**src/rtl/taa_pkg.sv**
```systemverilog
// ----------------------------------------------------------------------------
// Triangle area accumulator package
// Shared widths, constants, the command and status structs and a helper function.
// ----------------------------------------------------------------------------
package taa_pkg;

	// Field widths fixed by the interface.
	localparam int AREA_W     = 48;
	localparam int ROW_W      = 48;
	localparam int ENTRY_W    = 16;
	localparam int CFG_IDX_W  = 2;

	// The shared multiplier is signed and wide enough for every operand.
	localparam int MUL_W      = 34;
	localparam int PROD_W     = 2 * MUL_W;

	// Transformed edge components and cross product magnitudes.
	localparam int EDGE_W     = 31;
	localparam int CROSS_W    = 64;
	localparam int SUM_W      = 128;
	localparam int ROOT_W     = 64;
	localparam int REM_W      = ROOT_W + 2;

	localparam logic signed [PROD_W-1:0] EDGE_LIMIT = PROD_W'(64'sd1073741823);
	localparam logic [AREA_W-1:0]        AREA_MAX   = '1;

	// Square root runs one result bit per cycle.
	localparam int SQRT_STEPS = ROOT_W;
	localparam int SQRT_CNT_W = $clog2(SQRT_STEPS);

	// Configuration register indexes.
	localparam logic [CFG_IDX_W-1:0] REG_ROW_X = 2'd0;
	localparam logic [CFG_IDX_W-1:0] REG_ROW_Y = 2'd1;
	localparam logic [CFG_IDX_W-1:0] REG_ROW_Z = 2'd2;

	localparam logic [ROW_W-1:0] ROW_X_RST = 48'h0000_0000_1000;
	localparam logic [ROW_W-1:0] ROW_Y_RST = 48'h0000_1000_0000;
	localparam logic [ROW_W-1:0] ROW_Z_RST = 48'h1000_0000_0000;

	// Datapath phase that the multiplier is serving.
	typedef enum logic [1:0] {
		PH_NONE,
		PH_XFORM,
		PH_CROSS,
		PH_SQUARE
	} phase_t;

	typedef struct packed {
		logic       load;
		phase_t     phase;
		logic [2:0] idx;
		logic [1:0] sub;
		logic       mul_en;
		logic       sqrt_en;
		logic       accum;
	} cmd_t;

	typedef struct packed {
		logic skip;
	} status_t;

	// Signed matrix entry k of a packed row.
	function automatic logic signed [ENTRY_W-1:0] mat_entry(input logic [ROW_W-1:0] row,
			input logic [1:0] k);
		mat_entry = row[k * ENTRY_W +: ENTRY_W];
	endfunction

endpackage

```
**src/rtl/taa_ctrl.sv**
```systemverilog
// ----------------------------------------------------------------------------
// Triangle area controller
// Sequences transform, cross product, squares, square root and accumulation.
// ----------------------------------------------------------------------------
module taa_ctrl (
	input  logic             clk,
	input  logic             arst_n,
	input  logic             in_valid,
	output logic             in_ready,
	output logic             out_valid,
	input  logic             out_ready,
	input  taa_pkg::status_t status,
	output taa_pkg::cmd_t    cmd
);
	import taa_pkg::*;

	typedef enum logic [2:0] {
		S_IDLE,
		S_XFORM,
		S_CROSS,
		S_SQUARE,
		S_SQRT,
		S_ACCUM
	} state_t;

	state_t                state_q;
	logic [2:0]            idx_q;
	logic [1:0]            sub_q;
	logic [SQRT_CNT_W-1:0] cnt_q;
	logic                  out_valid_q;

	// Command decode from the state and step counters.
	always_comb begin
		cmd = '0;
		cmd.idx = idx_q;
		cmd.sub = sub_q;
		unique case (state_q)
			S_IDLE: begin
				cmd.load = in_valid;
			end
			S_XFORM: begin
				cmd.phase  = PH_XFORM;
				cmd.mul_en = (idx_q < 3'd6) && !status.skip;
			end
			S_CROSS: begin
				cmd.phase  = PH_CROSS;
				cmd.mul_en = idx_q < 3'd3;
			end
			S_SQUARE: begin
				cmd.phase  = PH_SQUARE;
				cmd.mul_en = idx_q < 3'd3;
			end
			S_SQRT: begin
				cmd.sqrt_en = 1'b1;
			end
			S_ACCUM: begin
				// The output register must be free or emptied at this edge.
				cmd.accum = !out_valid_q || out_ready;
			end
			default: begin
			end
		endcase
	end

	assign in_ready  = (state_q == S_IDLE);
	assign out_valid = out_valid_q;

	// State and step counters. The step past the last product is a bubble that
	// lets the accumulate stage finish before the next phase reads its results.
	always_ff @(posedge clk or negedge arst_n) begin
		if (!arst_n) begin
			state_q     <= S_IDLE;
			idx_q       <= '0;
			sub_q       <= '0;
			cnt_q       <= '0;
			out_valid_q <= 1'b0;
		end else begin
			if (cmd.accum) begin
				out_valid_q <= 1'b1;
			end else if (out_ready) begin
				out_valid_q <= 1'b0;
			end
			unique case (state_q)
				S_IDLE: begin
					idx_q <= '0;
					sub_q <= '0;
					if (in_valid) begin
						state_q <= S_XFORM;
					end
				end
				S_XFORM: begin
					if (status.skip) begin
						state_q <= S_ACCUM;
					end else if (idx_q == 3'd6) begin
						idx_q   <= '0;
						sub_q   <= '0;
						state_q <= S_CROSS;
					end else if (sub_q == 2'd2) begin
						sub_q <= '0;
						idx_q <= idx_q + 3'd1;
					end else begin
						sub_q <= sub_q + 2'd1;
					end
				end
				S_CROSS: begin
					if (idx_q == 3'd3) begin
						idx_q   <= '0;
						sub_q   <= '0;
						state_q <= S_SQUARE;
					end else if (sub_q == 2'd1) begin
						sub_q <= '0;
						idx_q <= idx_q + 3'd1;
					end else begin
						sub_q <= sub_q + 2'd1;
					end
				end
				S_SQUARE: begin
					if (idx_q == 3'd3) begin
						cnt_q   <= '0;
						state_q <= S_SQRT;
					end else if (sub_q == 2'd2) begin
						sub_q <= '0;
						idx_q <= idx_q + 3'd1;
					end else begin
						sub_q <= sub_q + 2'd1;
					end
				end
				S_SQRT: begin
					cnt_q <= cnt_q + 1'b1;
					if (cnt_q == SQRT_CNT_W'(SQRT_STEPS - 1)) begin
						state_q <= S_ACCUM;
					end
				end
				S_ACCUM: begin
					if (cmd.accum) begin
						state_q <= S_IDLE;
					end
				end
				default: begin
					state_q <= S_IDLE;
				end
			endcase
		end
	end

endmodule

```
**config.mk**
```make
export PLATFORM = sky130hd
export DESIGN_NAME = taa_ctrl
export DESIGN_NICKNAME = d
export VERILOG_FILES = /design/src/rtl/taa_pkg.sv /design/src/rtl/taa_ctrl.sv
export SDC_FILE = /design/constraint.sdc
export NUM_CORES = 1
export LEC_CHECK = 0
export BUFFER_PORTS_ARGS = -buffer_cell sky130_fd_sc_hd__buf_2
export CAP_MARGIN = 30
export CORE_ASPECT_RATIO = 0.75
export CORE_MARGIN = 2
export CORE_UTILIZATION = 58
export DETAILED_ROUTE_END_ITERATION = 6
export PLACE_DENSITY_LB_ADDON = 0.25
export RECOVER_POWER = 50
export REMOVE_ABC_BUFFERS = 1
export SLEW_MARGIN = 20
export SYNTH_ARGS = -nofsm -noshare
export SYNTH_HDL_FRONTEND = slang
export SYNTH_SLANG_ARGS = --single-unit
```
**constraint.sdc**
```tcl
create_clock -name clk -period 3.4 [get_ports clk]
set_clock_uncertainty 0.05 [all_clocks]
set_input_delay 0.17 -clock clk [delete_from_list [all_inputs] [get_ports clk]]
set_output_delay 0.17 -clock clk [all_outputs]
set_load 0.01 [all_outputs]
```
### Word level (Yosys, flattened, before mapping)

Index checks and enable logic that the tools add are counted.

| operators by class | value |
|---|---|
| $add $sub $neg | 3 |
| order comparisons | 2 |
| equality and inequality tests | 19 |
| mux-type cells | 31 |
| reductions and logical operators | 13 |

Operators by type and width:

| operator | count |
|---|---|
| 3-bit two-way mux | 13 |
| 3-bit one-hot mux with 6 select lines | 1 |
| 2-bit inequality test (second input constant) | 7 |
| 2-bit two-way mux | 6 |
| 3-bit one-hot mux with 4 select lines | 1 |
| 6-bit one-hot mux with 2 select lines | 1 |
| 3-bit by 2-bit equality test with 1-bit output (second input constant) | 3 |
| 3-bit equality test (second input constant) | 3 |
| 2-bit one-hot mux with 4 select lines | 1 |
| 6-bit by 1-bit adder with 6-bit output (second input constant) | 1 |
| 6-bit equality test (second input constant) | 1 |
| 6-bit two-way mux | 1 |
| 3-bit inequality test (second input constant) | 2 |
| 2-bit one-hot mux with 3 select lines | 1 |
| 6-bit AND reduction | 1 |
| 1-bit two-way mux | 5 |
| 4-bit AND reduction | 1 |
| 2-bit nonzero test | 2 |
| 4-bit nonzero test | 1 |
| 3-bit by 1-bit adder with 3-bit output (second input constant) | 1 |
| 3-bit by 1-bit equality test with 1-bit output (second input constant) | 1 |
| 3-bit zero test | 1 |
| 3-bit by 2-bit less-than comparator with 1-bit output (second input constant) | 1 |
| 3-bit less-than comparator (second input constant) | 1 |
| other kinds (10) | 11 |

| word-level totals | value |
|---|---|
| flip-flop bits (word level) | 15 |
| output and inout port bits | 13 |
| logic and storage cells | 73 |

### Longest topological paths before layout

Gate-level depths: netlist of run 1.

| depth | value |
|---|---|
| depth after elaboration | 5 |
| depth in mapped cells | 7 |

### Worst setup path after synthesis of run 1

OpenSTA, ideal clock, no wires.

| timing | value |
|---|---|
| path type | flip-flop to flip-flop |
| start | register idx_q[0] |
| end | register idx_q[0] |
| library setup time | 0.077 ns |
| arrival time | 2.052 ns |
| required time | 3.273 ns |
| slack | 1.221 ns |
| cell stages (with the launch flop) | 7 |
| buffers on the path | 0 |
| cells stage by stage | dfrtp_1 -> ha_1 -> ha_1 -> or4b_4 -> o32a_1 -> or3_1 -> a21oi_1 |

| between the ends | value |
|---|---|
| word-level cells in the longest chain between the ends | 5 |
| elaborated cells between the ends (all ways) | 13 |
| classes of those cells | add/sub: 1; eq/ne: 4; mux: 7; reduce/logical: 1 |

RTL lines:

| what | line | source |
|---|---|---|
| start: declaration | taa_ctrl.sv:27 | `logic [2:0] idx_q;` |
| start signal: assignment | taa_ctrl.sv:100 | `idx_q <= idx_q + 3'd1;` |
| start signal: assignment | taa_ctrl.sv:112 | `idx_q <= idx_q + 3'd1;` |
| start signal: assignment | taa_ctrl.sv:123 | `idx_q <= idx_q + 3'd1;` |
| 3-bit by 1-bit adder with 3-bit output | taa_ctrl.sv:100, taa_ctrl.sv:112, taa_ctrl.sv:123 |  |
| 3-bit two-way mux | taa_ctrl.sv:98, taa_ctrl.sv:121 |  |
| 3-bit two-way mux | taa_ctrl.sv:94 | `end else if (idx_q == 3'd6) begin` |
| 3-bit two-way mux | taa_ctrl.sv:92 | `if (status.skip) begin` |
| 3-bit one-hot mux with 4 select lines | taa_ctrl.sv:83 | `unique case (state_q)` |

Parallel ways exist; a longest one is shown, timed or not. The select of a mux whose other input is x is not followed.
A chain may end at the register's enable or synchronous reset.

### Worst setup path in the final report of run 1

| timing | value |
|---|---|
| start | register idx_q[0] |
| end | register idx_q[1] |

The elaborated chain is that of the path after synthesis.

==> impl_metrics.csv, run 1 <==
group,metric,value,unit
run_status,status,"complete, no violations",
sta,fin_crit_sh,67.70,%
setup_path,endpoint_kind,"register",
synth,yosysSeqAreaShare,35.97,%
setup_path,r2r_setup_slack,1100,ps
floorplanning,fp.coreArea,1708,um2
place,place_hpwl,1.679,mm
cells_and_area,diodes,0,
worst_hold_path,min-delay-path-class,"primary input to register",
setup_path,start_kind,"register",
clocking,clk_pin_slew,100,ps
setup_path,crit_path_max_incr_delay,550,ps
detailed_routing,drc,0,
setup_path,cp_max_fo,7,
clocking,cts_tree,"yes",
power,pwr-share-seq,42.5,%
synth,syn_inst,125,
detailed_routing,via_count,980,
place,place_area,1136,um2
detailed_routing,wl,2.317,mm
synth,synth-seq-cells,15,
power,p_sw,382.3,uW
clocking,cts_hold_buffers,1,
detailed_routing,drt-vias-per-instance,5.976,
synth,yosysWarningCount,0,
synth,ys_types,38,
synth,synth_area_per_cell,8.348,um2
grt,grt_pass1_wl,3.753,mm
sta,rsz0062_at_grt,"no",
sta,slew_violations,0,
grt,grt_use_total,24.66,%
synth,synth_edf_count,0,
detailed_routing,drt_iter0_markers,42,
sta,fin_crit,2302,ps
place,buffer_ports.inserted,17,
cells_and_area,area_growth,11.63,%
sta,fmax,0.4344,GHz
floorplanning,die_y,40.74,um
floorplanning,rows,13,
clocking,clockBufferDepth,2,
cells_and_area,layout-drive-gt1-share,11.97,%
power,vdd_ir_drop_max,0.0004234,V
clocking,cts_made_buffers,3,
grt,grt_pass1_vias,830,
synth,synth_area,1044,um2
setup_path,worstPathArrival,2470,ps
cells_and_area,final_nets,153,
floorplanning,io_pins,18,
detailed_routing,drtAntennaViolNets,0,
sta,tns,0,ps
clocking,clock-sinks,15,
sta,relSlewSlack,44.06,%
detailed_routing,first_pass_iters,4,
cells_and_area,final_core_util,68.21,%
setup_path,cp_common_cell,"ha_1",
grt,grt_max_degree,26,
run,max-cap-violations,0,
power,power,822.5,uW
power,power_density,706.0,nW/um2
detailed_routing,wire_per_inst,14.13,um
power,combPwrFrac,44.5,%
synth,synthArstFlopShare,100.0,%
clocking,clk_latency,290,ps
floorplanning,die_width,52.98,um
synth,ys.flop_type,"dfrtp_1",
setup_path,crit_family,"simple AND/OR/NAND/NOR gates",
cells_and_area,nFillCells,150,
sta,tightest_slew,839.2,ps
setup_path,critical_path_required,3570,ps
floorplanning,start_util,61.10,%
power,p_int,440.1,uW
clocking,cts_resized,0,
setup_path,crit_type,"register to register",
clocking,htreeDepth,1,
grt,antenna_found_initial,0,
setup_path,crit_slowest_cell,"or4b_4",
floorplanning,die_area,2158,um2
place,routabilityCongestion,0.8801,
clocking,cts-root-buf,"clkbuf_4",
sta,final-setup-viol-count,0,
setup_path,path_buf_inv,0,
power,leakage,0.0005250,uW
power,swShare,46.49,%
cells_and_area,fin_area,1165,um2
grt,grt_overflow,0,
clocking,post_cts_buffers,0,
setup_path,path_cells,"ha_1, ha_1, or4b_4, o32a_1, or3_1, o2bb2ai_1",
power,p_clk_share,13.0,%
sta,finalHoldViolations,0,
==> synthesized netlist by cell type, types with 2 or more instances <==
library cell	number	share of area, %
a211oi_1	2	1.4
a21o_1	2	1.4
a21oi_1	9	4.3
a31oi_1	2	1.2
clkbuf_1	4	1.4
dfrtp_1	15	36
ha_1	5	6.0
inv_1	6	2.2
mux2_2	2	2.2
mux2i_1	2	1.9
nand2_1	19	6.8
nand2b_1	6	3.6
nand3_1	4	1.9
nand3b_1	2	1.4
nor2_1	7	2.5
nor2b_1	4	2.4
nor3_1	4	1.9
o21a_1	2	1.4
o21ai_0	7	3.4
o31ai_1	3	2.2
==> worst min-delay path: stages <==
cell      delay (ps)
buf_2             70
nand2b_1         160
nand2_1           60
==> power groups by stage <==
stage | logic [uW] | clock network [uW] | registers (uW)
final | 366 | 107 | 350
after global routing | 416 | 115 | 362
after CTS | 370 | 108 | 344
after detailed placement | 366 | 0 | 347
after global placement | 357 | 0 | 341
after floorplan | 257 | 0 | 330
==> state kept, by name, summed over array words and instances (netlist names) <==
register and count:
cnt_q 6, out_valid 1, idx_q 3, sub_q 2
state_q 3
==> layout by cell type (no fill, tap or decap), types with 2 or more instances in the layout <==
| cell type | instances |
|---|---|
| a211oi_1 | 2 |
| a21o_1 | 2 |
| a21oi_1 | 9 |
| a31oi_1 | 2 |
| buf_2 | 10 |
| clkbuf_1 | 7 |
| clkbuf_4 | 3 |
| dfrtp_1 | 15 |
| ha_1 | 5 |
| inv_1 | 6 |
| mux2_2 | 2 |
| mux2i_1 | 2 |
| nand2_1 | 19 |
| nand2b_1 | 6 |
| nand3_1 | 4 |
| nand3b_1 | 2 |
| nor2_1 | 7 |
| nor2b_1 | 4 |
| nor3_1 | 4 |
| o21a_1 | 2 |
| o21ai_0 | 7 |
| o31ai_1 | 3 |
==> logic make-up after synthesis <==
kind of cell,count (synthesis),synth area share [%]
AOI/OAI and AO/OA,36,22.90
xor gates and xnor gates,1,0.8395
adders and majority gates,5,5.995
buffers and inverters,11,4.076
DFF,15,35.97
muxes,4,4.077
and+or+nand+nor,53,26.14
==> per-layer routing <==
layer	global-route usage, %	part of all wire [%]	vias to the layer above
li1	-	-	492
met1	36.24	51	444
met3	5.839	6.9	2
met5	0	0	-
met2	36.56	42	42
met4	5.769	0.43	0
==> worst paths after layout <==
kind / start / end / depth (start not counted)
setup / recovery: idx_q[0]$_DFFE_PN0P_ / idx_q[1]$_DFFE_PN0P_ / 6
hold / removal: out_ready / out_valid$_DFFE_PN0P_ / 3
setup reg to reg: idx_q[0]$_DFFE_PN0P_ / idx_q[1]$_DFFE_PN0P_ / 6
hold reg to reg: sub_q[0]$_DFFE_PN0P_ / sub_q[0]$_DFFE_PN0P_ / 1
max in group asynchronous: arst_n / idx_q[2]$_DFFE_PN0P_ / 2
min in group asynchronous: arst_n / sub_q[0]$_DFFE_PN0P_ / 2
==> per-stage QoR <==
step | hold slack, ps | instances | worst slack [ps]
after global placement | 46.25 | 159 | 1190
final | 155.6 | 164 | 1098
after detailed placement | 48.42 | 159 | 1126
after floorplan | -175.6 | 120 | 1221
after CTS | 155.5 | 164 | 1099
after global routing | 184.5 | 164 | 976.6
==> cell type report <==
type                            count  area (um2)  area share [%]
Multi-Input combinational cell     99       625.6           53.71
Timing Repair Buffer               18       86.33           7.411
Sequential cell                    15       375.4           32.22
Tap cell                           22       27.53           2.363
Clock inverter                      1       5.005          0.4296
Inverter                            6       22.52           1.933
Clock buffer                        3       22.52           1.933
(Power assumes the default switching activity.)
==> run 2, diff against run 1 <==
--- a/config.mk
+++ b/config.mk
@@ -9,7 +9,7 @@
 export CAP_MARGIN = 30
 export CORE_ASPECT_RATIO = 0.75
 export CORE_MARGIN = 2
-export CORE_UTILIZATION = 58
+export CORE_UTILIZATION = 49
 export DETAILED_ROUTE_END_ITERATION = 6
 export PLACE_DENSITY_LB_ADDON = 0.25
 export RECOVER_POWER = 50
==> constraint.sdc (replaced) <==
create_clock -name clk -period 1.9 [get_ports clk]
set_clock_uncertainty 0.05 [all_clocks]
set_input_delay 0.095 -clock clk [delete_from_list [all_inputs] [get_ports clk]]
set_output_delay 0.095 -clock clk [all_outputs]
set_load 0.01 [all_outputs]
==> run 2 against run 1 <==
The flow now finishes with violations (setup timing). Final area rose by 18%. Die area increased by 17%. Routed wire length rose by 23%. Global-route usage decreased by 2.1 points. Non-clock buffer count increased by 15. Maximum frequency rose by 11%. Critical path type unchanged. Critical endpoint is now idx_q[0]$_DFFE_PN0P_. Highest routed layer unchanged.
==> impl_metrics.csv, run 2 (synthesis gave the netlist of run 1 again) <==
group,metric,value,unit
detailed_routing,wl,2.860,mm
setup_path,cp_max_fo,2,
sta,fin_crit,2070,ps
place,placed_cells,174,
clocking,cts-root-buf,"clkbuf_4",
power,vdd_ir_drop_max,0.0006897,V
cells_and_area,nFillCells,152,
grt,grt_overflow,0,
cells_and_area,layout-drive-gt1-share,29.30,%
clocking,cts_tree,"yes",
floorplanning,die_width,57.29,um
power,power,1658,uW
clocking,clk_latency,280,ps
setup_path,crit_type,"register to register",
setup_path,start_kind,"register",
setup_path,worstPathArrival,2240,ps
power,p_int,898.4,uW
detailed_routing,drt_iter0_markers,42,
floorplanning,io_pins,18,
cells_and_area,final_cell_mix,"nand2_1 (19), dfrtp_1 (15), buf_2 (14), buf_4 (14)",
place,routabilityCongestion,0.9290,
detailed_routing,drt-vias-per-instance,5.939,
clocking,clk_pin_slew,90,ps
power,leakage,0.0006253,uW
sta,slew_violations,0,
sta,tns,-507.0,ps
place,dp_slack,-222.9,ps
grt,grt_pass1_wl,4.312,mm
cells_and_area,diodes,0,
sta,finalHoldViolations,0,
place,buffer_ports.inserted,17,
sta,rsz0062_at_grt,"yes",
sta,fmax,0.4830,GHz
setup_path,critical_path_required,2070,ps
power,p_sw,759.7,uW
detailed_routing,first_pass_iters,4,
sta,tightest_slew,884.1,ps
clocking,cts_made_buffers,3,
cells_and_area,final_nets,168,
clocking,clockBufferDepth,2,
cells_and_area,largest_reg_flops,6,
floorplanning,die_area,2519,um2
grt,grt_use_total,22.60,%
floorplanning,rows,14,
run,max-cap-violations,0,
power,p_clk_share,11.3,%
cells_and_area,largest-register,"cnt_q",
detailed_routing,via_count,1075,
sta,fin_crit_sh,109.0,%
grt,grt_pass1_vias,921,
grt,antenna_found_initial,0,
cells_and_area,area_growth,31.77,%
cells_and_area,final_common_cell,"nand2_1",
grt,grt_max_degree,20,
cells_and_area,reg_top3,"cnt_q x6, idx_q x3, state_q x3",
run_status,status,"complete, but fails checks",
clocking,htreeDepth,1,
cells_and_area,final_core_util,68.26,%
power,pwr-share-seq,32.3,%
floorplanning,fp.coreArea,2014,um2
power,swShare,45.82,%
worst_hold_path,min-delay-path-class,"primary input to register",
floorplanning,die_y,43.97,um
sta,final-setup-viol-count,5,
setup_path,endpoint_kind,"register",
floorplanning,start_util,51.80,%
clocking,clock-sinks,15,
power,combPwrFrac,56.4,%
sta,setup_slack,-170.3,ps
sta,relSlewSlack,41.06,%
run_status,violations,"setup timing",
place,place_hpwl,1.869,mm
cells_and_area,fin_cells,181,
detailed_routing,wire_per_inst,15.80,um
detailed_routing,drtAntennaViolNets,0,
detailed_routing,drc,0,
power,power_density,1206,nW/um2
[run 2: cell count changes in the layout (fill, tap and decap cells not counted), moves of 2 or more]
cell and delta:
o21ai_2 +2, clkbuf_1 -3, ha_1 -3, buf_4 +14
buf_2 +4, a21oi_1 -2, ha_4 +2, o21ai_0 -3
a21oi_2 +2
[run 2: repair_timing]
| item | 4_1_cts | 5_1_grt |
|---|---|---|
| hold endpoints to repair | 15 | 0 |
| hold buffers | 1 | 0 |
| pin swaps | 3 | 4 |
| endpoints found under the setup margin | 5 | 6 |
| setup buffers | 0 | 2 |
| resized for setup | 11 | 9 |
[run 2: metal layers]
metal,up-vias,global-route usage [%],share of wire [%]
met4,0,5.581,1.2
li1,517,-,-
met5,-,0,0
met2,41,33.10,47
met1,513,32.96,46
met3,4,6.567,5.5
[run 2: critical path, stage by stage (launching register included)]
cell and delay (ps):
dfrtp_1 420, ha_4 190, ha_4 160, or4b_4 520
o32a_1 170, or3_4 360, a21oi_2 140
[run 2: worst paths after layout]
kind                                         end  depth (start not counted)                  start  slack [ps]
max in group asynchronous   cnt_q[3]$_DFFE_PN0P_                          2                 arst_n         870
setup reg to reg            idx_q[0]$_DFFE_PN0P_                          6   idx_q[0]$_DFFE_PN0P_        -170
setup / recovery            idx_q[0]$_DFFE_PN0P_                          6   idx_q[0]$_DFFE_PN0P_        -170
min in group asynchronous   idx_q[0]$_DFFE_PN0P_                          2                 arst_n         390
hold / removal             out_valid$_DFFE_PN0P_                          3              out_ready          70
hold reg to reg            out_valid$_DFFE_PN0P_                          2  out_valid$_DFFE_PN0P_         520
[run 2: cell type report]
cell class / count / area [um2] / share of cell area, %
Timing Repair Buffer: 33 / 207.7 / 15.10
Tap cell: 24 / 30.03 / 2.184
Sequential cell: 15 / 375.4 / 27.30
Inverter: 6 / 22.52 / 1.638
Clock buffer: 4 / 26.28 / 1.911
Multi-Input combinational cell: 99 / 713.2 / 51.87
[run 2: per-stage QoR]
step | hold WS, ps | instance area [um2]
after floorplan | -250.6 | 1023
after global placement | -26.03 | 1236
after detailed placement | -20.77 | 1236
after CTS | 64.51 | 1315
after global routing | 91.48 | 1375
final | 72.38 | 1375
[run 2: power by group through the flow]
stage	Sequential [uW]	Combinational, uW	Clock, uW
finish	535	935	188
global route	552	1030	207
CTS	526	875	194
detailed placement	530	845	0
global placement	526	832	0
floorplan	591	461	0
==> run 3, diff against run 2 <==
--- a/config.mk
+++ b/config.mk
@@ -11,7 +11,7 @@
 export CORE_MARGIN = 2
 export CORE_UTILIZATION = 49
 export DETAILED_ROUTE_END_ITERATION = 6
-export PLACE_DENSITY_LB_ADDON = 0.25
+export PLACE_DENSITY_LB_ADDON = 0.1
 export RECOVER_POWER = 50
 export REMOVE_ABC_BUFFERS = 1
 export SLEW_MARGIN = 20
==> run 3 against run 2 <==
Maximum frequency increased by 0.88%. Setup slack better by 18 ps. Highest routed layer unchanged. Combinational power is 5.7% lower. Largest power group unchanged. Sequential share of layout area increased by 0.64 points. Routed wire length is 5.8% lower. The flow still finishes with violations (setup timing). Critical endpoint is now idx_q[1]$_DFFE_PN0P_. Global-route usage rose by 1.4 points. Critical path depth stayed put. Total power decreased by 2.4%. Sequential power up 2%. Critical path type unchanged.
==> impl_metrics.csv, run 3 (synthesis gave the netlist of run 1 again) <==
group,metric,value,unit
detailed_routing,via_count,1037,
setup_path,cp_max_fo,2,
detailed_routing,drc,0,
sta,fin_crit,2052,ps
run,max-cap-violations,0,
clocking,clock-sinks,15,
floorplanning,fp.coreArea,2014,um2
detailed_routing,first_pass_iters,4,
floorplanning,die_y,43.97,um
cells_and_area,final_nets,166,
grt,grt_pass1_wl,4.581,mm
detailed_routing,drt_iter0_markers,18,
grt,antenna_found_initial,0,
power,vdd_ir_drop_max,0.0007137,V
clocking,clockBufferDepth,2,
setup_path,crit_slowest_cell,"or4b_4",
worst_hold_path,min_path_cells,3,
floorplanning,start_util,51.80,%
sta,finalHoldViolations,0,
cells_and_area,area_growth,28.78,%
place,routabilityCongestion,0.8290,
setup_path,timing.rr.start,"idx_q[0]$_DFFE_PN0P_",
run_status,status,"complete, but fails checks",
place,place_hpwl,1.939,mm
clocking,clk_latency,290,ps
setup_path,rr_endpoint,"idx_q[1]$_DFFE_PN0P_",
clocking,cts_tree,"yes",
floorplanning,io_pins,18,
detailed_routing,drtAntennaViolNets,0,
sta,fmax,0.4873,GHz
place,dp_slack,-218.7,ps
cells_and_area,final_common_cell,"nand2_1",
cells_and_area,final_core_util,66.71,%
floorplanning,die_area,2519,um2
floorplanning,rows,14,
cells_and_area,largest_reg_flops,6,
sta,hold-worst-slack,71.21,ps
sta,rsz0062_at_grt,"yes",
cells_and_area,largest-register,"cnt_q",
power,power_density,1204,nW/um2
sta,tightest_slew,867.1,ps
worst_hold_path,worstHoldStart,"out_ready",
cells_and_area,fin_cells,179,
clocking,cts_made_buffers,3,
worst_hold_path,min-delay-path-class,"primary input to register",
clocking,htreeDepth,1,
sta,final-setup-viol-count,2,
cells_and_area,diodes,0,
cells_and_area,fin_area,1344,um2
run_status,violations,"setup timing",
sta,relSlewSlack,42.20,%
power,leakage,0.0006101,uW
cells_and_area,final_cell_mix,"nand2_1 (19), dfrtp_1 (15), buf_2 (13)",
worst_hold_path,min_to,"out_valid$_DFFE_PN0P_",
place,place_area,1229,um2
setup_path,worstPathArrival,2220,ps
setup_path,reg2reg_depth,6,
place,placed_cells,173,
sta,fin_crit_sh,108.0,%
sta,slew_violations,0,
clocking,cts-root-buf,"clkbuf_4",
grt,grt_max_degree,20,
grt,grt_use_total,24.03,%
setup_path,path_cells,"ha_4, ha_4, or4b_4, o32a_1, or3_4, o2bb2ai_4",
setup_path,endpoint_kind,"register",
place,buffer_ports.inserted,17,
grt,grt_pass1_vias,935,
clocking,clk_pin_slew,90,ps
cells_and_area,reg_top3,"cnt_q x6, idx_q x3, state_q x3",
detailed_routing,wl,2.695,mm
cells_and_area,layout-drive-gt1-share,26.45,%
setup_path,critical_path_required,2070,ps
detailed_routing,drt-vias-per-instance,5.793,
setup_path,r2r_setup_slack,-150,ps
floorplanning,die_width,57.29,um
setup_path,crit_type,"register to register",
grt,grt_overflow,0,
sta,setup_slack,-152.2,ps
setup_path,crit_path_max_incr_delay,510,ps
setup_path,start_kind,"register",
detailed_routing,wire_per_inst,15.06,um
setup_path,cp_common_cell,"ha_4",
==> run 3: layer usage <==
metal | up-vias | share of wire, % | global-route usage [%]
met5 | - | 0 | 0
met1 | 489 | 50 | 36.18
met4 | 0 | 0.30 | 2.791
li1 | 511 | - | -
met2 | 35 | 43 | 35.17
met3 | 2 | 6.4 | 7.164
==> run 3: power by group <==
part | total (uW) | internal, uW | switching (uW)
logic | 882 | 369 | 513
registers | 548 | 424 | 124
clock network | 188 | 81.6 | 107
total | 1620 | 875 | 743
==> run 3: metrics by stage <==
stage                     setup TNS (ps)  total power [uW]
final                             -288.6              1618
after global routing              -514.1              1762
after CTS                         -315.6              1591
after detailed placement          -591.1              1372
after global placement            -339.9              1352
after floorplan                   -653.1              1052
==> run 3: worst max-delay path by stage <==
stage | end | slack [ps] | from
finish | idx_q[1]$_DFFE_PN0P_ | -150 | idx_q[0]$_DFFE_PN0P_
global route | idx_q[1]$_DFFE_PN0P_ | -190 | idx_q[0]$_DFFE_PN0P_
CTS | idx_q[0]$_DFFE_PN0P_ | -160 | idx_q[0]$_DFFE_PN0P_
detailed placement | idx_q[0]$_DFFE_PN0P_ | -220 | idx_q[0]$_DFFE_PN0P_
global placement | idx_q[0]$_DFFE_PN0P_ | -150 | idx_q[0]$_DFFE_PN0P_
floorplan | idx_q[0]$_DFFE_PN0P_ | -280 | idx_q[0]$_DFFE_PN0P_
==> run 3: critical path, delay by kind of cell, from the launching register on <==
| family | cells | cell delay (ps) |
|---|---|---|
| AND/OR/NAND/NOR | 2 | 870 |
| flip-flops | 1 | 420 |
| adder cells (fa/ha/maj) | 2 | 330 |
| AO/OA/AOI/OAI | 2 | 310 |
==> run 3: repair_timing <==
action                                 CTS  global route
setup endpoints to repair                4             6
resized for setup                        9             9
gates cloned                             0             0
hold buffers                             1             0
buffers inserted                         0             1
endpoints found under the hold margin   15             0
pin swaps                                6             4
==> run 3: layout make-up <==
cell class,instances,area [um2]
multi-input cells,99,705.7
clock buffers,4,26.28
repair buffers,31,183.9
flip-flops and latches,15,375.4
inverters,6,22.52
well taps,24,30.03
fillers,158,670.6
